[src/rtl/edd_pkg.sv]
// Shared constants, types and helpers of the error-diffusion dither block.
`default_nettype none

package edd_pkg;

    // Frame size limits and the index widths that follow from them
    localparam int MAX_WIDTH  = 1024;
    localparam int MAX_HEIGHT = 4096;
    localparam int COL_W      = $clog2(MAX_WIDTH);
    localparam int ROW_W      = $clog2(MAX_HEIGHT);

    // Register widths
    localparam int THR_W      = 8;
    localparam int IMG_W_W    = 11;
    localparam int IMG_H_W    = 13;
    localparam int CFG_DATA_W = 13;
    localparam int CFG_ADDR_W = 2;

    // Pixel and error widths
    localparam int NUM_CH  = 3;
    localparam int PIX_W   = 8;
    localparam int ERR_W   = 9;                // error or share, -256..255
    localparam int WORD_W  = NUM_CH * ERR_W;   // one line store entry
    localparam int SUM_W   = 11;               // pixel + carry + error from above
    localparam int PROD_W  = 12;               // weight * error, |7*255| < 2048

    localparam logic signed [ERR_W-1:0] LEVEL_WHITE = 9'sd255;
    localparam logic signed [ERR_W-1:0] LEVEL_BLACK = 9'sd0;
    localparam logic [PIX_W-1:0]        PIX_MAX     = 8'd255;

    // Output queue
    localparam int OQ_DEPTH = 3;
    localparam int OQ_PTR_W = $clog2(OQ_DEPTH);
    localparam int OQ_CNT_W = $clog2(OQ_DEPTH + 1);

    // Register reset values
    localparam logic [THR_W-1:0]   THR_RESET    = 8'd96;
    localparam logic [IMG_W_W-1:0] WIDTH_RESET  = 11'd640;
    localparam logic [IMG_H_W-1:0] HEIGHT_RESET = 13'd480;

    typedef enum logic [CFG_ADDR_W-1:0] {
        CFG_THRESHOLD    = 2'd0,
        CFG_IMAGE_WIDTH  = 2'd1,
        CFG_IMAGE_HEIGHT = 2'd2
    } t_cfg_reg;

    // Position of one pixel and its line and frame flags
    typedef struct packed {
        logic [COL_W-1:0] col;
        logic             row_nz;
        logic             last_col;
        logic             frame_end;
    } t_pos;

    // Line store write request
    typedef struct packed {
        logic              en;
        logic [COL_W-1:0]  addr;
        logic [WORD_W-1:0] data;
    } t_wr;

    // One result transaction
    typedef struct packed {
        logic              frame_end;
        logic              line_end;
        logic [NUM_CH-1:0] on;
    } t_result;

    // Signed divide by 16, truncating toward zero
    function automatic logic signed [ERR_W-1:0] div16(input logic signed [PROD_W-1:0] p);
        logic signed [PROD_W-1:0] t;
        t = p[PROD_W-1] ? (p + PROD_W'(15)) : p;
        return ERR_W'(t >>> 4);
    endfunction

endpackage

`default_nettype wire

[src/rtl/edd_out_queue.sv]
// Small result queue between the datapath and the output stream.
`default_nettype none

module edd_out_queue (
    input  wire logic                 i_clk,
    input  wire logic                 i_rst_n,
    input  wire logic                 i_push,
    input  wire edd_pkg::t_result     i_data,
    input  wire logic                 i_inflight,
    output logic                      o_room,
    output logic                      o_valid,
    input  wire logic                 i_ready,
    output edd_pkg::t_result          o_data
);

    edd_pkg::t_result                r_q [edd_pkg::OQ_DEPTH];
    logic [edd_pkg::OQ_PTR_W-1:0]    r_wr, r_rd;
    logic [edd_pkg::OQ_CNT_W-1:0]    r_cnt;
    logic                            pop;

    function automatic logic [edd_pkg::OQ_PTR_W-1:0] inc(input logic [edd_pkg::OQ_PTR_W-1:0] p);
        return (32'(p) == edd_pkg::OQ_DEPTH - 1) ? '0 : p + edd_pkg::OQ_PTR_W'(1);
    endfunction

    assign pop     = o_valid && i_ready;
    assign o_valid = (r_cnt != '0);
    assign o_data  = r_q[r_rd];
    // room for one more pixel counting the one still in the datapath
    assign o_room  = (32'(r_cnt) + 32'(i_inflight)) < edd_pkg::OQ_DEPTH;

    always_ff @(posedge i_clk) begin
        if (i_push) begin
            r_q[r_wr] <= i_data;
        end
    end

    always_ff @(posedge i_clk) begin
        if (!i_rst_n) begin
            r_wr  <= '0;
            r_rd  <= '0;
            r_cnt <= '0;
        end else begin
            if (i_push) begin
                r_wr <= inc(r_wr);
            end
            if (pop) begin
                r_rd <= inc(r_rd);
            end
            if (i_push && !pop) begin
                r_cnt <= r_cnt + edd_pkg::OQ_CNT_W'(1);
            end else if (pop && !i_push) begin
                r_cnt <= r_cnt - edd_pkg::OQ_CNT_W'(1);
            end
        end
    end

endmodule

`default_nettype wire

[config.mk]
export PLATFORM = sky130hd
export DESIGN_NAME = edd_out_queue
export DESIGN_NICKNAME = d
export VERILOG_FILES = /design/src/rtl/edd_pkg.sv /design/src/rtl/edd_out_queue.sv
export SDC_FILE = /design/constraint.sdc
export NUM_CORES = 1
export LEC_CHECK = 0
export BUFFER_PORTS_ARGS = -buffer_cell sky130_fd_sc_hd__buf_4
export CAP_MARGIN = 15
export CORE_ASPECT_RATIO = 0.8
export CORE_MARGIN = 2
export CORE_UTILIZATION = 30
export CTS_CLUSTER_DIAMETER = 40
export DETAILED_ROUTE_END_ITERATION = 7
export GPL_ROUTABILITY_DRIVEN = 1
export HOLD_SLACK_MARGIN = 0.02
export PLACE_DENSITY = 0.45
export SETUP_SLACK_MARGIN = 0.5
export SYNTH_ARGS = -nofsm -noshare
export SYNTH_HDL_FRONTEND = slang
export SYNTH_SLANG_ARGS = --single-unit
[constraint.sdc]
create_clock -name i_clk -period 1.7 [get_ports i_clk]
set_input_delay 0.17 -clock i_clk [delete_from_list [all_inputs] [get_ports i_clk]]
set_output_delay 0.17 -clock i_clk [all_outputs]
set_load 0.1 [all_outputs]
After elaboration in Yosys (flattened, before gate mapping)
Memory sizes are Yosys's and may differ from the RTL's. A register that Yosys moved wholly into a read port is not among the register bits. Index checks and enable logic that the tools add are counted.

Eq/ne operators: 2. Multiplexer cells: 8. Add/subtract/negate cells: 5. Reductions and logical operators: 7. Magnitude comparators: 1. Shifts and indexed selects: 0. Bitwise operators: 0. Divide/modulo/power cells: 0. Multiply operators: 0.

Operators with widths (number): two-way mux 2 bit (6); adder 2 x 1 -> 2 bit, second input constant (3); equality test 2 bit, second input constant (2); nonzero test 2 bit (2); adder 2 x 1 -> 3 bit (1); logical AND 1 bit (3); < comparator 3 x 2 -> 1 bit, second input constant (1); zero test 1 bit (2); two-way mux 1 bit (2); subtractor 2 x 1 -> 2 bit, second input constant (1).

Memories: 1. Memory bits (writable): 15. ROM bits: 0. Flip-flop bits (word level): 6. Output and inout bits: 7. Input port bits: 10. Bits in latches: 0.

Memory list: r_q (depth 3, width 5, read ports 1, clocked after Yosys merged registers in 1, wr ports 1, RTL line edd_out_queue.sv:16) `edd_pkg::t_result r_q [edd_pkg::OQ_DEPTH];`.

Logic depth before layout (Yosys ltp)
Gate-level depths: netlist of the first run.

Depth after elaboration: 5. Mapped depth: 5. Gate-level depth less buffers: 5.

Worst setup path after synthesis of the first run
No wires, ideal clock.

Path type: register to output. Start: register (tool-made name). End: output port o_data[0] (netlist name). Stages on the path, launching flop included: 4. Path slack: -1120 ps. Data required time: 1530 ps. Arrival: 2650 ps. Cells stage by stage: dfxtp_1 > buf_2 > mux2i_1 > o21ai_0.

RTL lines: end: declaration (RTL line edd_out_queue.sv:13) `output edd_pkg::t_result o_data`.

Worst setup path in the final report of the first run
Start: register r_cnt[0] (netlist name). End: output port o_room.

Longest elaborated chain between the ends: 2.

RTL lines: start: declaration (RTL line edd_out_queue.sv:18) `logic [edd_pkg::OQ_CNT_W-1:0] r_cnt;`; start signal: assignment (RTL line edd_out_queue.sv:50) `r_cnt <= r_cnt + edd_pkg::OQ_CNT_W'(1);`; start signal: assignment (RTL line edd_out_queue.sv:52) `r_cnt <= r_cnt - edd_pkg::OQ_CNT_W'(1);`; adder 2 x 1 -> 3 bit (RTL line edd_out_queue.sv:29) `assign o_room = (32'(r_cnt) + 32'(i_inflight)) < edd_pkg::OQ_DEPTH;`; < comparator 3 x 2 -> 1 bit (RTL line edd_out_queue.sv:29); end: declaration (RTL line edd_out_queue.sv:10) `output logic o_room,`.

Every way passes these cells.

==> results.md, run 1 <==
* TritonCTS Buffers at 3
* Setup tns final at 0 ps
* Largest family of logic cells by synthesized area: simple AND/OR/NAND/NOR gates
* Final hold vios at 0
* Synth top area share at approximately half
* HP Class: in -> reg
* Count leader, synth: edfxtp_1
* Yosys warns at 0
* Critical path type: reg -> out
* All-Layer GR Usage at 12.0%
* DR DRC count at 0
* Ports at 17
* Multi-input combinational cell area at 487 um^2
* Chip height at 53.0 um
* Tmin final at 1480 ps
* Max Slew Vio Count at 0
* Synth Area in Compound Gates at around 9%
* Reg clk slew, reported paths at about 80 ps
* # fillers at 269
* Hold slack at ~97 ps
* Port Buf Inserts at 16
* Routability cong. at approximately 0.66
* Detailed Routing Iterations Pass 1 at 4
* Post-synth ARST share at 0%
* Count of antenna-violating nets left after detailed routing at 0
* Maximum vdd drop at 1.10 mV
* GRT Residual Overflow at 0
* Top FF cell, synth: edfxtp_1
* Slowest-stage cell, CP: dfxtp_4
* Total number of vias at roughly 610
* Reg area at 623 um^2
* Core footprint at roughly 2800 um^2
* Power density cells at approximately 1700 nW/um^2
* Adder-cell share of the synthesized area at 4.17%
* Top post-synthesis cells by area: edfxtp_1 (50%), dfxtp_1 (18%), mux2i_1 (5.6%), ha_1 (4.2%), nand2_1 (3.8%)
* CP cell instances: ha_4, ha_4, a21oi_4, buf_12
* Worst hold path startpoint: i_data[2]
* Sequential fraction of the synthesis area at 67.8%
* Number of global-route vias before repair at between 600 and 700
* Global-route wire length before repair at 2950 um
* Most used cell along the critical path: ha_4
* Post-synthesis mux area share at roughly 5.6%
* Clock latency on the worst-skew pair at 260 ps
* FMAX at 0.677 GHz
* Lkg Pwr at between 0.5 and 0.6 nW
* Simple-Gate Fraction of Synth Area at 10.6%
* XOR/XNOR Fraction of Synth Area at about 1.9%
* Average vias per placed instance at 4.60
* Clock H-tree levels at 1
* Syn Nets at 80
* Die area at ~3500 um^2
* Synth cell count leaders: edfxtp_1 (15), nand2_1 (9), dfxtp_1 (8)
* CP required at ~1500 ps
* Synth area leader: edfxtp_1
* Seq cells post-synth at 23
* Area of the mapped netlist at 901 um^2
* Max-Cap Viols at 0
* Run status: complete, no violations
* Share of layout cells above drive strength 1 at approximately 60%
* Post-synth EDFFs at 15
* Worst-Margin Slew at 349 ps
* Initial Util at ~32%
* Initial antenna violation count at 0
* CP max FO at 2
* CP arrival at 1310 ps
* Mapped Cells at 67
* TritonCTS clock tree: yes
* Clock Sinks at 23
* Largest net degree at the start of global routing at 14
* # setup viols final at 0
* Nets at 109
* Die W at approximately 65 um
* Routed len/inst at between 10 and 15 um
* CP Launch Type: register
* # diodes at 0
* Period utilization at 86.9%
* Crit path launch: r_cnt[0]$_SDFFE_PN0P_
* Area Growth Syn to Fin at 64.9%
* CP peak stage delay at 360 ps
* Iteration-0 DRC Markers at 16
* Clock Skews at 5.68 ps
* Post-synth cell types at 22
* RSZ-0062 raised after global routing: yes
* Clk buf depth at 2
* CTS root buffer: clkbuf_8
* Syn Area/Cell at 13.4 um^2
* Reg2reg start: r_cnt[0]$_SDFFE_PN0P_
* Detailed Route WL at approximately 1800 um
* Post-DP HPWL at 1120 um
* Headroom to the max-slew limit at 76.7%
* Rows at 17
* Worst Setup End Kind: output pin
==> layout by cell type, fill, tap and decap left out, types with 2 or more instances in the layout <==
| cell type | netlist | routed |
|---|---|---|
| buf_12 | 0 | 6 |
| o21a_1 | 2 | 2 |
| clkbuf_8 | 0 | 3 |
| dfxtp_1 | 8 | 4 |
| nor2b_1 | 2 | 2 |
| ha_4 | 0 | 3 |
| buf_4 | 0 | 17 |
| mux2i_4 | 0 | 4 |
| nand2_1 | 9 | 9 |
| dfxtp_4 | 0 | 3 |
| o21ai_4 | 0 | 6 |
| a21boi_2 | 0 | 2 |
| edfxtp_1 | 15 | 15 |
| buf_6 | 0 | 3 |
==> cell type report <==
| type | instances | share of cell area (%) |
|---|---|---|
| sequential | 23 | 42.0 |
| multi-input combinational | 42 | 32.8 |
| timing repair buffer | 26 | 19.0 |
| tap | 38 | 3.20 |
| clock buffer | 3 | 2.78 |
| clock inverter | 1 | 0.337 |
==> state kept, by name (all words and copies together), names as in the netlist, named ones only <==
signal	flops
r_q	15
r_rd	2
r_cnt	2
r_wr	2
==> metal layers <==
layer  global-route usage [%]  vias up  share of wire (%)
met5                        0        -                  0
met4                     4.17        0               0.80
met3                     4.04        2                3.8
met2                     18.4       11                 48
met1                     16.0      298                 48
li1                         -      301                  -
==> report_power, final <==
part / leakage (nW) / internal (W) / switching [W]
registers: 0.207 / 0.000677 / 0.000101
logic: 0.292 / 0.000631 / 0.000772
clock network: 0.0255 / 0.000163 / 0.000166
==> stage by stage <==
| stage | area (um^2) | setup WS, ps | utilization, % | std cells | total power, W |
|---|---|---|---|---|---|
| global placement | 1170 | 317 | 41.8 | 121 | 0.00174 |
| floorplan | 1000 | 263 | - | 67 | 0.00157 |
| global route | 1490 | 175 | 52.9 | 133 | 0.00263 |
| detailed placement | 1170 | 279 | 41.8 | 121 | 0.00174 |
| finish | 1490 | 223 | 52.9 | 133 | 0.00251 |
| CTS | 1430 | 198 | 50.8 | 132 | 0.00244 |
==> path summary, 6_finish.rpt <==
kind	cells past startpoint	to	slack, ps
worst max-delay path	4	o_room	220
worst min-delay path	1	r_q[2][2]$_DFFE_PP_	100
worst max register to register	5	r_cnt[1]$_SDFFE_PN0P_	280
worst min register to register	2	register	500
==> critical path, delay by kind of cell (launching register included) <==
family | cells | cell delay [ps]
fa+ha+maj | 2 | 370
flops | 1 | 360
buf+inv | 1 | 190
compound gates | 1 | 140
==> logic make-up after synthesis <==
family,Yosys count
XOR/XNOR,2
multiplexers,5
buffers and inverters,2
flip-flops,23
AO/OA/AOI/OAI,13
AND/OR/NAND/NOR,19
adder cells (fa/ha/maj),3
==> repair_timing <==
item / CTS / global route
pin swaps: 6 / 6
gates resized for setup: 36 / 11
endpoints found under the setup margin: 17 / 21
hold buffers: 0 / 0
setup buffers: 7 / 1
(Power assumes the default switching activity.)
==> run 2, diff against run 1 <==
--- a/config.mk
+++ b/config.mk
@@ -14,7 +14,7 @@
 export DETAILED_ROUTE_END_ITERATION = 7
 export GPL_ROUTABILITY_DRIVEN = 1
 export HOLD_SLACK_MARGIN = 0.02
-export PLACE_DENSITY = 0.45
+export PLACE_DENSITY_LB_ADDON = 0.12
 export SETUP_SLACK_MARGIN = 0.5
 export SYNTH_ARGS = -nofsm -noshare
 export SYNTH_HDL_FRONTEND = slang
==> run 2 against run 1 <==
Net effect:
- clock skew fell by 4.3 ps
- flip-flop and latch count did not move
- via count fell by 4.9%
- clock-buffer cell count did not move
- cell count fell by 0.75%
- power fell by 2.7%
- critical path depth did not move
- combinational power fell by 4%
- highest routed layer unchanged
==> results.md, run 2 (same netlist as run 1, synthesis figures left out) <==
* R2R Path End: r_cnt[1]$_SDFFE_PN0P_
* CP arrival at 1320 ps (about the same)
* Number of global-route vias before repair at 583 (-5.8%)
* Clock Sinks at 23 (unchanged)
* CP required at 1530 ps (about the same)
* Setup tns final at 0 ps (unchanged)
* Slowest-stage cell, CP: dfxtp_4
* GRT Residual Overflow at 0 (unchanged)
* CP cell instances: ha_4, ha_4, a21oi_4, buf_12
* Reg area at 623 um^2 (unchanged)
* Largest register by flop count: r_q
* Detailed Route WL at 1600 um (-8.7%)
* Ports at 17 (unchanged)
* Lkg Pwr at 0.518 nW (-1.3%)
* Hold EP: r_q[0][0]$_DFFE_PP_
* Largest net degree at the start of global routing at 14 (unchanged)
* Initial Util at 32.1% (unchanged)
* Clk buf depth at 2 (unchanged)
* Max-Cap Viols at 0 (unchanged)
* TritonCTS clock tree: yes
* Tmin final at 1490 ps (+14.1 ps)
* Initial antenna violation count at 0 (unchanged)
* All-Layer GR Usage at 10.9% (-1.1 points)
* Hold depth at 1 (unchanged)
* Final worst setup slack at 209 ps (-14.1 ps)
* Reg2reg start: r_cnt[1]$_SDFFE_PN0P_
* Headroom to the max-slew limit at 75.9% (-0.83 points)
* Clock Skews at 1.38 ps (-4.30 ps)
* Post-layout util at 51.2% (-1.6 points)
* Clock H-tree levels at 1 (unchanged)
* # diodes at 0 (unchanged)
* Die W at 65.3 um (unchanged)
* # setup viols final at 0 (unchanged)
* Worst hold path startpoint: i_data[0]
* Worst Setup End Kind: output pin
* Routability cong. at 0.708 (+7.2%)
* Setup Slack @ Placement at 247 ps (-31.4 ps)
* RSZ-0062 raised after global routing: yes
* CP max FO at 3 (+1)
* Most used cell along the critical path: ha_4
* Die area at 3460 um^2 (unchanged)
* Maximum vdd drop at 1.61 mV (+46%)
* Reg clk slew, reported paths at 80 ps (about the same)
* Port Buf Inserts at 16 (unchanged)
* FMAX at 0.671 GHz (-0.95%)
* Power density cells at 1700 nW/um^2 (+0.38%)
* # fillers at 267 (-0.74%)
* DR DRC count at 0 (unchanged)
* Chip height at 53.0 um (unchanged)
* CP peak stage delay at 370 ps (about the same)
* Worst-Margin Slew at 362 ps (+12.4 ps)
* Clock latency on the worst-skew pair at 260 ps (about the same)
* Critical path type: reg -> out
* Share of layout cells above drive strength 1 at 54.3% (-5.7 points)
* Routed len/inst at 12.1 um (-8.0%)
* Max reg flops at 15 (unchanged)
* Core footprint at 2810 um^2 (unchanged)
* Detailed Routing Iterations Pass 1 at 3 (-1)
* Max Slew Vio Count at 0 (unchanged)
* Multi-input combinational cell area at 437 um^2 (-10%)
* Nets at 108 (-0.92%)
* Rows at 17 (unchanged)
* CTS root buffer: clkbuf_8
* Final hold vios at 0 (unchanged)
* CP bufs+invs at 1 (unchanged)
* Average vias per placed instance at 4.41 (-4.2%)
* Run status: complete, no violations
* R2R setup slack at 270 ps (about the same)
* Iteration-0 DRC Markers at 6 (-10)
* TritonCTS Buffers at 3 (unchanged)
* Count of antenna-violating nets left after detailed routing at 0 (unchanged)
* Hold_buf cts at 0 (unchanged)
* Global-route wire length before repair at 2680 um (-9.3%)
* Post-DP HPWL at 1120 um (+0.15%)
* Leading cell type in the layout, fill and taps excluded: edfxtp_1
* CP Launch Type: register
* Area Growth Syn to Fin at 59.7%
* R2R cell count at 4 (-1)
* Period utilization at 87.7% (+0.83 points)
* Commonest cells after routing, fill and taps aside: edfxtp_1 (15), buf_4 (14), nand2_1 (9)
* CP top delay family: flip-flops
* Total number of vias at 582 (-4.9%)
* HP Class: in -> reg
## run 2: cell count changes in the layout (fill, tap and decap cells not counted), sizes merged
cell,delta
buf,-1
## run 2: report_power, final
part	leakage (nW)	switching, W	internal, W
Clock	0.0255	0.000163	0.000163
Sequential	0.207	0.0000893	0.000677
Combinational	0.286	0.000753	0.000596
## run 2: per-layer routing
layer / track usage, % / share of wire [%] / routed length, um
met5: 0 / 0 / 0
met1: 13.9 / 49 / 793
met4: 4.17 / 1.0 / 16
met2: 17.0 / 45 / 718
met3: 4.04 / 4.7 / 75
## run 2: worst reg2reg max path, cell delays in order (launching register included)
cell and delay (ps):
dfxtp_2 370, o21ai_4 200, ha_1 290, or3_1 380, a21boi_1 130
## run 2: final cells by class
| class | count | share of cell area [%] |
|---|---|---|
| clock inverter | 1 | 0.348 |
| clock buffer | 3 | 2.87 |
| tap | 38 | 3.30 |
| multi-input combinational | 42 | 30.3 |
| timing repair buffer | 25 | 19.8 |
| sequential | 23 | 43.3 |
## run 2: worst max path at each step
stage,start,endpoint,slack [ps],cells past startpoint
2_1_floorplan,r_cnt[0]$_SDFFE_PN0P_,o_room,260,3
3_3_place_gp,r_cnt[1]$_SDFFE_PN0P_,r_cnt[1]$_SDFFE_PN0P_,330,4
3_5_place_dp,r_cnt[1]$_SDFFE_PN0P_,r_cnt[1]$_SDFFE_PN0P_,250,4
4_1_cts,r_cnt[0]$_SDFFE_PN0P_,o_room,210,4
5_1_grt,r_cnt[0]$_SDFFE_PN0P_,o_room,170,4
6_report,r_cnt[0]$_SDFFE_PN0P_,o_room,210,4
## run 2: repair_timing
item | CTS | global route
buffers inserted | 4 | 3
setup endpoints to repair | 19 | 14
gates resized for setup | 31 | 12
pin swaps | 0 | 3
## run 2: metrics by stage
| step | power [W] | instance area, um^2 | hold slack [ps] | instances |
|---|---|---|---|---|
| after global placement | 0.00174 | 1170 | 364 | 121 |
| after global routing | 0.00256 | 1440 | 85.1 | 132 |
| after floorplan | 0.00157 | 1000 | 269 | 67 |
| final | 0.00244 | 1440 | 101 | 132 |
| after CTS | 0.00237 | 1370 | 95.8 | 129 |
| after detailed placement | 0.00175 | 1170 | 367 | 121 |
