### src/rtl/edd_pkg.sv
// Shared constants, types and helpers of the error-diffusion dither block.
`default_nettype none

package edd_pkg;

    // Frame size limits and the index widths that follow from them
    localparam int MAX_WIDTH  = 1024;
    localparam int MAX_HEIGHT = 4096;
    localparam int COL_W      = $clog2(MAX_WIDTH);
    localparam int ROW_W      = $clog2(MAX_HEIGHT);

    // Register widths
    localparam int THR_W      = 8;
    localparam int IMG_W_W    = 11;
    localparam int IMG_H_W    = 13;
    localparam int CFG_DATA_W = 13;
    localparam int CFG_ADDR_W = 2;

    // Pixel and error widths
    localparam int NUM_CH  = 3;
    localparam int PIX_W   = 8;
    localparam int ERR_W   = 9;                // error or share, -256..255
    localparam int WORD_W  = NUM_CH * ERR_W;   // one line store entry
    localparam int SUM_W   = 11;               // pixel + carry + error from above
    localparam int PROD_W  = 12;               // weight * error, |7*255| < 2048

    localparam logic signed [ERR_W-1:0] LEVEL_WHITE = 9'sd255;
    localparam logic signed [ERR_W-1:0] LEVEL_BLACK = 9'sd0;
    localparam logic [PIX_W-1:0]        PIX_MAX     = 8'd255;

    // Output queue
    localparam int OQ_DEPTH = 3;
    localparam int OQ_PTR_W = $clog2(OQ_DEPTH);
    localparam int OQ_CNT_W = $clog2(OQ_DEPTH + 1);

    // Register reset values
    localparam logic [THR_W-1:0]   THR_RESET    = 8'd96;
    localparam logic [IMG_W_W-1:0] WIDTH_RESET  = 11'd640;
    localparam logic [IMG_H_W-1:0] HEIGHT_RESET = 13'd480;

    typedef enum logic [CFG_ADDR_W-1:0] {
        CFG_THRESHOLD    = 2'd0,
        CFG_IMAGE_WIDTH  = 2'd1,
        CFG_IMAGE_HEIGHT = 2'd2
    } t_cfg_reg;

    // Position of one pixel and its line and frame flags
    typedef struct packed {
        logic [COL_W-1:0] col;
        logic             row_nz;
        logic             last_col;
        logic             frame_end;
    } t_pos;

    // Line store write request
    typedef struct packed {
        logic              en;
        logic [COL_W-1:0]  addr;
        logic [WORD_W-1:0] data;
    } t_wr;

    // One result transaction
    typedef struct packed {
        logic              frame_end;
        logic              line_end;
        logic [NUM_CH-1:0] on;
    } t_result;

    // Signed divide by 16, truncating toward zero
    function automatic logic signed [ERR_W-1:0] div16(input logic signed [PROD_W-1:0] p);
        logic signed [PROD_W-1:0] t;
        t = p[PROD_W-1] ? (p + PROD_W'(15)) : p;
        return ERR_W'(t >>> 4);
    endfunction

endpackage

`default_nettype wire

### src/rtl/edd_position.sv
// Raster position tracker: column, row and line/frame end flags per accepted pixel.
`default_nettype none

module edd_position (
    input  wire logic                           i_clk,
    input  wire logic                           i_rst_n,
    input  wire logic                           i_accept,
    input  wire logic                           i_frame_start,
    input  wire logic [edd_pkg::IMG_W_W-1:0]    i_width,
    input  wire logic [edd_pkg::IMG_H_W-1:0]    i_height,
    output edd_pkg::t_pos                       o_pos
);

    logic [edd_pkg::COL_W-1:0]   r_col, n_col;
    logic [edd_pkg::ROW_W-1:0]   r_row, n_row;
    logic [edd_pkg::COL_W-1:0]   col;
    logic [edd_pkg::ROW_W-1:0]   row;
    logic [edd_pkg::IMG_W_W-1:0] w_use;
    logic [edd_pkg::IMG_H_W-1:0] h_use;
    logic                        last_col;
    logic                        last_row;

    // clamp sizes to 1..max
    always_comb begin
        if (i_width == '0) begin
            w_use = edd_pkg::IMG_W_W'(1);
        end else if (32'(i_width) > 32'(edd_pkg::MAX_WIDTH)) begin
            w_use = edd_pkg::IMG_W_W'(edd_pkg::MAX_WIDTH);
        end else begin
            w_use = i_width;
        end
        if (i_height == '0) begin
            h_use = edd_pkg::IMG_H_W'(1);
        end else if (32'(i_height) > 32'(edd_pkg::MAX_HEIGHT)) begin
            h_use = edd_pkg::IMG_H_W'(edd_pkg::MAX_HEIGHT);
        end else begin
            h_use = i_height;
        end
    end

    assign col      = i_frame_start ? '0 : r_col;
    assign row      = i_frame_start ? '0 : r_row;
    assign last_col = (32'(col) + 32'd1) >= 32'(w_use);
    assign last_row = (32'(row) + 32'd1) >= 32'(h_use);

    always_comb begin
        n_col = r_col;
        n_row = r_row;
        if (i_accept) begin
            if (last_col) begin
                n_col = '0;
                n_row = last_row ? '0 : row + edd_pkg::ROW_W'(1);
            end else begin
                n_col = col + edd_pkg::COL_W'(1);
                n_row = row;
            end
        end
    end

    always_ff @(posedge i_clk) begin
        if (!i_rst_n) begin
            r_col <= '0;
            r_row <= '0;
        end else begin
            r_col <= n_col;
            r_row <= n_row;
        end
    end

    assign o_pos.col       = col;
    assign o_pos.row_nz    = (row != '0);
    assign o_pos.last_col  = last_col;
    assign o_pos.frame_end = last_col && last_row;

endmodule

`default_nettype wire

### config.mk
export PLATFORM = sky130hd
export DESIGN_NAME = edd_position
export DESIGN_NICKNAME = d
export VERILOG_FILES = /design/src/rtl/edd_pkg.sv /design/src/rtl/edd_position.sv
export SDC_FILE = /design/constraint.sdc
export NUM_CORES = 1
export LEC_CHECK = 0
export ABC_AREA = 1
export BUFFER_PORTS_ARGS = -buffer_cell sky130_fd_sc_hd__buf_2
export CORE_ASPECT_RATIO = 0.7
export CORE_MARGIN = 2
export CORE_UTILIZATION = 45
export CTS_CLUSTER_DIAMETER = 30
export DETAILED_ROUTE_END_ITERATION = 16
export PLACE_DENSITY = 0.67
export SYNTH_ARGS = -nofsm -noshare
export SYNTH_HDL_FRONTEND = slang
export SYNTH_SLANG_ARGS = --single-unit
### constraint.sdc
create_clock -name i_clk -period 3.55 [get_ports i_clk]
set_input_delay 0.1775 -clock i_clk [delete_from_list [all_inputs] [get_ports i_clk]]
set_output_delay 0.1775 -clock i_clk [all_outputs]
set_load 0.02 [all_outputs]
* Word-level counts from Yosys, hierarchy flattened
Cells that the tools add are included.
** Storage, ports and cells
- Output and inout bits :: 13
- Flip-flop bits (word level) :: 22
- Input port bits :: 28
- Word-level logic and storage cells :: 23
** Operators by class
- Reduce and logical (&&, ||, !) cells :: 4
- Mux-type cells :: 9
- Add/subtract/negate cells :: 4
- $lt $le $gt $ge :: 4
** Operators with widths (number)
- 12-bit two-way mux :: 3
- 13-bit two-way mux :: 2
- 11-bit two-way mux :: 2
- 10-bit two-way mux :: 2
- 12-bit by 1-bit adder with 13-bit output (second input constant) :: 1
- 13-bit greater-or-equal comparator :: 1
- 13-bit greater-than comparator (second input constant) :: 1
- 13-bit logical NOT :: 1
- 12-bit by 1-bit adder with 12-bit output (second input constant) :: 1
- 12-bit nonzero test :: 1
- 10-bit by 1-bit adder with 11-bit output (second input constant) :: 1
- 11-bit greater-or-equal comparator :: 1
- 11-bit greater-than comparator (second input constant) :: 1
- 11-bit logical NOT :: 1
- 10-bit by 1-bit adder with 10-bit output (second input constant) :: 1
- 1-bit logical AND :: 1

* Logic depth before layout (Yosys ltp)
Gate-level depths: netlist of run 1.
- Word-level depth :: 6
- Gate-level depth with buffers :: 23
- Mapped depth without buffers :: 22

* Worst setup path before layout of run 1
Ideal clock, no wire load.
- Path type :: input-to-output
- Start point :: input i_frame_start
- End point :: output o_pos[1] in the netlist's numbering
- Data arrival time :: 2.537 ns
- Path slack :: 0.836 ns
- Stages on the path :: 18
- Required time :: 3.372 ns
- Path buffers :: 4
- Path through :: buf_6 -> buf_6 -> nor2_4 -> ha_1 -> nand2_1 -> nor2_2 -> nand3_1 -> xor2_1 -> inv_1 -> ha_1 -> nand2_1 -> inv_1 -> nand2_1 -> nand2_1 -> a21oi_4 -> nand2_4 -> buf_6 -> buf_4
** RTL lines
- start: declaration :: line edd_position.sv:8 : input wire logic i_frame_start,
- end: declaration :: line edd_position.sv:11 : output edd_pkg::t_pos o_pos

==> results.sh, run 1 <==
export IMPL_hold_violations=0
export IMPL_endpoint_kind="primary output"
export IMPL_synth_compound_area_share_pct=10.7
export IMPL_switchingPower_mw=0.189
export IMPL_seq_area_frac_synth_pct=18.0
export IMPL_diodes=0
export IMPL_grt_pass1_wl_um=10100
export IMPL_hold_depth=3
export IMPL_p_sw_share_pct=32.0
export IMPL_power_density_nw_per_um2=214
export IMPL_finalInstanceArea_um2=2760
export IMPL_synth_cell_types=29
export IMPL_min_from="i_rst_n"
export IMPL_fill_cells=532
export IMPL_fin_skew_ns=0.00717
export IMPL_post_cts_resized=0
export IMPL_synth_top_family_by_area="simple AND/OR/NAND/NOR gates"
export IMPL_p_int_mw=0.401
export IMPL_wl_met1_um=3250
export IMPL_drt_drc_violations_left=0
export IMPL_reg2reg_depth=17
export IMPL_grt_overflow=0
export IMPL_path_max_fanout=13
export IMPL_synthCells=395
export IMPL_post_route_util_pct=52.7
export IMPL_wl_met2_um=2390
export IMPL_vias=2468
export IMPL_period_needed_ns=3.21
export IMPL_dp_final_hpwl_um=5090
export IMPL_cts_made_buffers=3
export IMPL_gp_congestion=0.899
export IMPL_cts_tree="done"
export IMPL_grt_pass1_vias=2139
export IMPL_final_common_cell="nand2_1"
export IMPL_antenna_found_initial=0
export IMPL_clk_latency_ns=0.27
export IMPL_slew_viol_final=0
export IMPL_cts_setup_buffers=0
export IMPL_dpl_worst_slack_ns=0.473
export IMPL_hp_class="input port to flop"
export IMPL_grt_max_degree=23
export IMPL_drt_wirelength_per_cell_um=12.0
export IMPL_r2r_start="r_row[0]"
export IMPL_hold_end="r_row[11]"
export IMPL_worst_slack_ns=0.341
export IMPL_top_layer_used="met4"
export IMPL_ant_nets=0
export IMPL_num_rows=22
export IMPL_dr_wl_met3_um=400
export IMPL_setup_viol=0
export IMPL_synthesis_area_um2=2440
export IMPL_wirelength_um=6080
export IMPL_start_util_pct=46.7
export IMPL_track_usage_pct=21.0
export IMPL_core_um2=5230
export IMPL_cp_data_required_time_ns=3.37
export IMPL_r2r_end="r_row[8]"
export IMPL_finalSetupTns_ns=0
export IMPL_crit_arrival_ns=3.03
export IMPL_fin_crit_sh_pct=90.4
export IMPL_critPathKind="flop to primary output"
export IMPL_p_clk_share_pct=32.2
export IMPL_p_seq_share_pct=43.5
export IMPL_combPwrFrac_pct=24.2
export IMPL_dpl_instance_area_um2=2700
export IMPL_area_growth_syn_to_layout_pct=12.7
export IMPL_clock_path_buffers=2
export IMPL_synth_xor_area_share_pct=4.66
export IMPL_rsz0062_at_grt="no"
export IMPL_drtPass1Iterations=5
export IMPL_synthAdderAreaFrac_pct=13.8
export IMPL_cts_root_buf="clkbuf_8"
export IMPL_clock_sinks=22
export IMPL_cp_start_kind="flop"
export IMPL_mostFrequentLayoutCells="nand2_1 (123), inv_1 (61), buf_2 (40)"
export IMPL_htree_levels=1
export IMPL_syn_nets=450
export IMPL_die_area_um2=6050
export IMPL_leakage_nw=1.40
export IMPL_drive_gt1_share_pct=19.6
export IMPL_vias_per_cell=4.88
export IMPL_ioPinCount=41
export IMPL_synthMuxAreaShare_pct=0
export IMPL_reg2reg_slack_ns=0.58
export IMPL_vdd_drop_max_v=0.000132
export IMPL_die_x_um=92.1
export IMPL_dr_first_iter_drc_count=202
export IMPL_cts_clk_slew_worst_paths_ns=0.09
export IMPL_worst_pin_slew_ns=0.520
export IMPL_fp_dieH_um=65.7
export IMPL_slew_headroom_pct=65.3
export IMPL_synth_simple_area_share_pct=40.0
export IMPL_outcome="complete, no violations"
export IMPL_fmax_ghz=0.312
export IMPL_syn_area_per_cell_um2=6.19
export IMPL_max_cap_violations=0
export IMPL_fin_nets=490
export IMPL_power_mw=0.590
export IMPL_cts_hold_buf=0
export IMPL_ys_warn_count=0
export IMPL_ys_ff_latch=22
export IMPL_portBuffers=40
worst max path at each step:
| stage | cells past startpoint | slack, ns | from | end |
|---|---|---|---|---|
| 6_report | 18 | 0.34 | r_col[0] | o_pos[0] |
| 5_1_grt | 18 | 0.02 | r_col[0] | o_pos[0] |
| 4_1_cts | 18 | 0.38 | r_col[0] | o_pos[0] |
| 3_5_place_dp | 19 | 0.47 | i_frame_start | o_pos[0] |
| 3_3_place_gp | 19 | 0.56 | i_frame_start | o_pos[0] |
| 2_1_floorplan | 18 | 0.84 | i_frame_start | o_pos[1] |
worst max-delay path, stage by stage, from the launching register on:
cell and delay [ns]:
dfxtp_1 0.35, inv_1 0.08, nor2_4 0.15, ha_1 0.21
nand2_1 0.07, nor2_2 0.17, nand3_1 0.11, xor2_1 0.14
inv_1 0.07, ha_1 0.31, nand2_1 0.06, inv_1 0.05
nand2_1 0.06, nand2_1 0.08, a21oi_4 0.28, nand2_4 0.17
nand2_1 0.18, inv_1 0.05, buf_2 0.15
logic make-up after synthesis:
kind of cell	after synthesis
simple gates	209
buf+inv	76
compound gates	48
fa+ha+maj	27
flops	22
xor+xnor	13
cell type report:
type	count	area (µm²)	area share, %
Inverter	68	255	9.26
Clock buffer	4	55.1	2.00
Multi-Input combinational cell	297	1690	61.4
Sequential cell	22	440	16.0
Tap cell	72	90.1	3.27
Timing Repair Buffer	43	223	8.08
cells in the mapped netlist:
| cell type | instances | area [µm²] |
|---|---|---|
| nand2_2 | 2 | 12.5 |
| o21ai_2 | 1 | 8.76 |
| nor3_1 | 1 | 5.00 |
| nor3_2 | 3 | 30.0 |
| o31ai_1 | 1 | 7.51 |
| nor2_1 | 29 | 109 |
| nor2_2 | 10 | 62.6 |
| nand4_1 | 4 | 25.0 |
| ha_1 | 27 | 338 |
| a21oi_1 | 28 | 140 |
| o21ai_1 | 2 | 10.0 |
| a21oi_2 | 1 | 8.76 |
| xor2_1 | 8 | 70.1 |
| xnor2_1 | 5 | 43.8 |
| buf_6 | 3 | 33.8 |
| inv_1 | 61 | 229 |
| nor4_1 | 7 | 43.8 |
| o22ai_1 | 1 | 6.26 |
| nor2_4 | 9 | 101 |
| o21ai_0 | 13 | 65.1 |
| a21oi_4 | 1 | 16.3 |
| inv_2 | 7 | 26.3 |
| nand3_2 | 2 | 20.0 |
| clkbuf_1 | 4 | 15.0 |
| buf_4 | 1 | 7.51 |
| nand3_1 | 17 | 85.1 |
| nand2_4 | 2 | 22.5 |
| nand2_1 | 123 | 462 |
| dfxtp_1 | 22 | 440 |
power by group through the flow:
stage	registers (mW)	clock network [mW]	logic (mW)
finish	0.257	0.190	0.143
global placement	0.262	0	0.140
floorplan	0.261	0	0.0986
global route	0.258	0.203	0.163
detailed placement	0.263	0	0.142
CTS	0.257	0.194	0.143
flip-flops by register name, summed over array words and instances, names as in the netlist:
name   cells
r_row     12
r_col     10
metrics by stage:
stage	hold slack, ns	cells
after floorplan	0.320	395
after detailed placement	0.460	502
after global routing	0.218	506
after global placement	0.454	502
after CTS	0.210	506
final	0.210	506
routing by layer:
layer	global-route usage (%)	vias to the layer above
li1	-	1325
met1	32.5	1066
met2	30.0	71
met3	4.36	6
met4	3.54	0
met5	0	-
No activity file was read; power rests on OpenSTA's default activity.
==> run 2, diff against run 1 <==
--- a/config.mk
+++ b/config.mk
@@ -12,6 +12,7 @@
 export CORE_UTILIZATION = 45
 export CTS_CLUSTER_DIAMETER = 30
 export DETAILED_ROUTE_END_ITERATION = 16
+export MAX_ROUTING_LAYER = met4
 export PLACE_DENSITY = 0.67
 export SYNTH_ARGS = -nofsm -noshare
 export SYNTH_HDL_FRONTEND = slang
==> results.sh, run 2 (synthesis gave the netlist of run 1 again) <==
export IMPL_outcome="complete, no violations"
export IMPL_endpoint_kind="primary output"
export IMPL_max_stage_delay_ns=0.37
export IMPL_final_common_cell="nand2_1"
export IMPL_slowest_stage="dfxtp_1"
export IMPL_cts_made_buffers=3
export IMPL_mostFrequentLayoutCells="nand2_1 (123), inv_1 (61), buf_2 (40)"
export IMPL_p_seq_share_pct=46.1
export IMPL_power_density_nw_per_um2=203
export IMPL_hold_depth=3
export IMPL_dpl_worst_slack_ns=0.416
export IMPL_dp_final_hpwl_um=5130
export IMPL_reg2reg_slack_ns=0.58
export IMPL_area_growth_syn_to_layout_pct=12.5
export IMPL_vdd_drop_max_v=0.000128
export IMPL_grt_max_degree=23
export IMPL_cp_data_required_time_ns=3.37
export IMPL_diodes=0
export IMPL_clock_sinks=22
export IMPL_r2r_end="r_row[8]"
export IMPL_cts_root_buf="clkbuf_8"
export IMPL_p_sw_share_pct=32.1
export IMPL_start_util_pct=46.7
export IMPL_fin_nets=491
export IMPL_reg2reg_depth=17
export IMPL_rsz0062_at_grt="no"
export IMPL_fill_cells=551
export IMPL_min_from="i_rst_n"
export IMPL_critPathKind="flop to primary output"
export IMPL_switchingPower_mw=0.179
export IMPL_htree_levels=1
export IMPL_top_register="r_row"
export IMPL_combPwrFrac_pct=25.7
export IMPL_p_clk_share_pct=28.2
export IMPL_cts_tree="done"
export IMPL_startpoint="r_row[1]"
export IMPL_cp_depth=17
export IMPL_ioPinCount=41
export IMPL_path_buf_inv=4
export IMPL_leakage_nw=1.40
export IMPL_wirelength_um=6180
export IMPL_track_usage_pct=21.7
export IMPL_grt_overflow=0
export IMPL_core_um2=5230
export IMPL_grt_pass1_wl_um=10200
export IMPL_finalSetupTns_ns=0
export IMPL_clk_latency_ns=0.26
export IMPL_crit_arrival_ns=2.93
export IMPL_cp_start_kind="flop"
export IMPL_drt_wirelength_per_cell_um=12.2
export IMPL_r2r_start="r_row[1]"
export IMPL_fin_crit_sh_pct=87.5
export IMPL_die_area_um2=6050
export IMPL_cp_cell_sequence="inv_1 > nor2_1 > ha_1 > nand3_2 > nor2_2 > nand4_1 > nor4_1 > ha_1 > nand2_1 > inv_1 > nand2_1 > nand2_1 > a21oi_1 > nand2_1 > nand2_1 > inv_1 > buf_2"
export IMPL_antenna_found_initial=0
export IMPL_multi_input_area_um2=1690
export IMPL_fp_dieH_um=65.7
export IMPL_slew_headroom_pct=64.8
export IMPL_vias_per_cell=4.89
export IMPL_clock_path_buffers=2
export IMPL_cp_top_family="simple AND/OR/NAND/NOR gates"
export IMPL_path_max_fanout=5
export IMPL_grt_pass1_vias=2141
export IMPL_slew_viol_final=0
export IMPL_hp_class="input port to flop"
export IMPL_ant_nets=0
export IMPL_fin_skew_ns=0.00690
export IMPL_fmax_ghz=0.322
export IMPL_portBuffers=40
export IMPL_num_rows=22
export IMPL_worst_slack_ns=0.442
export IMPL_worst_pin_slew_ns=0.528
export IMPL_drt_drc_violations_left=0
export IMPL_register_area_um2=440
export IMPL_reg_top3="r_row x12, r_col x10"
export IMPL_max_cap_violations=0
export IMPL_die_x_um=92.1
export IMPL_crit_top_cell="nand2_1"
export IMPL_crit_end="o_pos[0]"
export IMPL_cts_clk_slew_worst_paths_ns=0.08
export IMPL_setup_viol=0
export IMPL_p_int_mw=0.378
export IMPL_hold_violations=0
export IMPL_dr_first_iter_drc_count=180
export IMPL_drtPass1Iterations=5
export IMPL_drive_gt1_share_pct=19.6
export IMPL_vias=2475
export IMPL_gp_congestion=0.904
export IMPL_largest_register_ffs=12
export IMPL_period_needed_ns=3.11
run 2: cell count changes in the layout (fill, tap and decap cells not counted), sizes merged:
cell | before | now
buf | 43 | 44
clkbuf | 4 | 3
run 2: worst min path at each step:
stage,slack (ns),to
floorplan,0.32,r_row[10]
CTS,0.22,r_row[5]
global route,0.22,r_row[5]
global placement,0.45,r_col[9]
finish,0.23,r_row[5]
detailed placement,0.46,r_col[9]
run 2: power groups by stage:
stage | clock network, mW | registers [mW] | logic [mW]
floorplan | 0 | 0.261 | 0.0986
global placement | 0 | 0.262 | 0.141
CTS | 0.166 | 0.257 | 0.143
detailed placement | 0 | 0.263 | 0.142
finish | 0.157 | 0.257 | 0.143
global route | 0.176 | 0.258 | 0.163
run 2: cell type report:
class                   count  share of cell area, %
repair buffers             44                   8.37
inverters                  68                   9.28
well taps                  72                   3.28
flip-flops and latches     22                   16.0
multi-input cells         297                   61.6
clock buffers               3                   1.50
run 2: timing repair:
item | 4_1_cts | 5_1_grt
resized for setup | 0 | 0
endpoints found under the setup margin | 0 | 1
hold buffers | 0 | 0
setup buffers | 0 | 1
run 2: tightest hold or removal path, cell delays in order:
cell and delay, ns:
buf_2 0.15, o21ai_0 0.08, nor2_1 0.04
run 2: per-stage QoR:
| stage | power (mW) | cells | cell area [µm²] | hold slack (ns) | util (%) |
|---|---|---|---|---|---|
| final | 0.557 | 506 | 2750 | 0.227 | 52.6 |
| after detailed placement | 0.405 | 502 | 2700 | 0.459 | 51.7 |
| after CTS | 0.566 | 505 | 2740 | 0.221 | 52.4 |
| after global routing | 0.596 | 506 | 2750 | 0.221 | 52.6 |
| after global placement | 0.403 | 502 | 2700 | 0.453 | 51.7 |
| after floorplan | 0.360 | 395 | 2440 | 0.320 | - |
run 2: metal layers:
layer	global-route usage, %	part of all wire (%)
met1	32.7	54
met2	31.2	40
met3	3.67	6.0
met4	2.43	0.52
met5	-	0
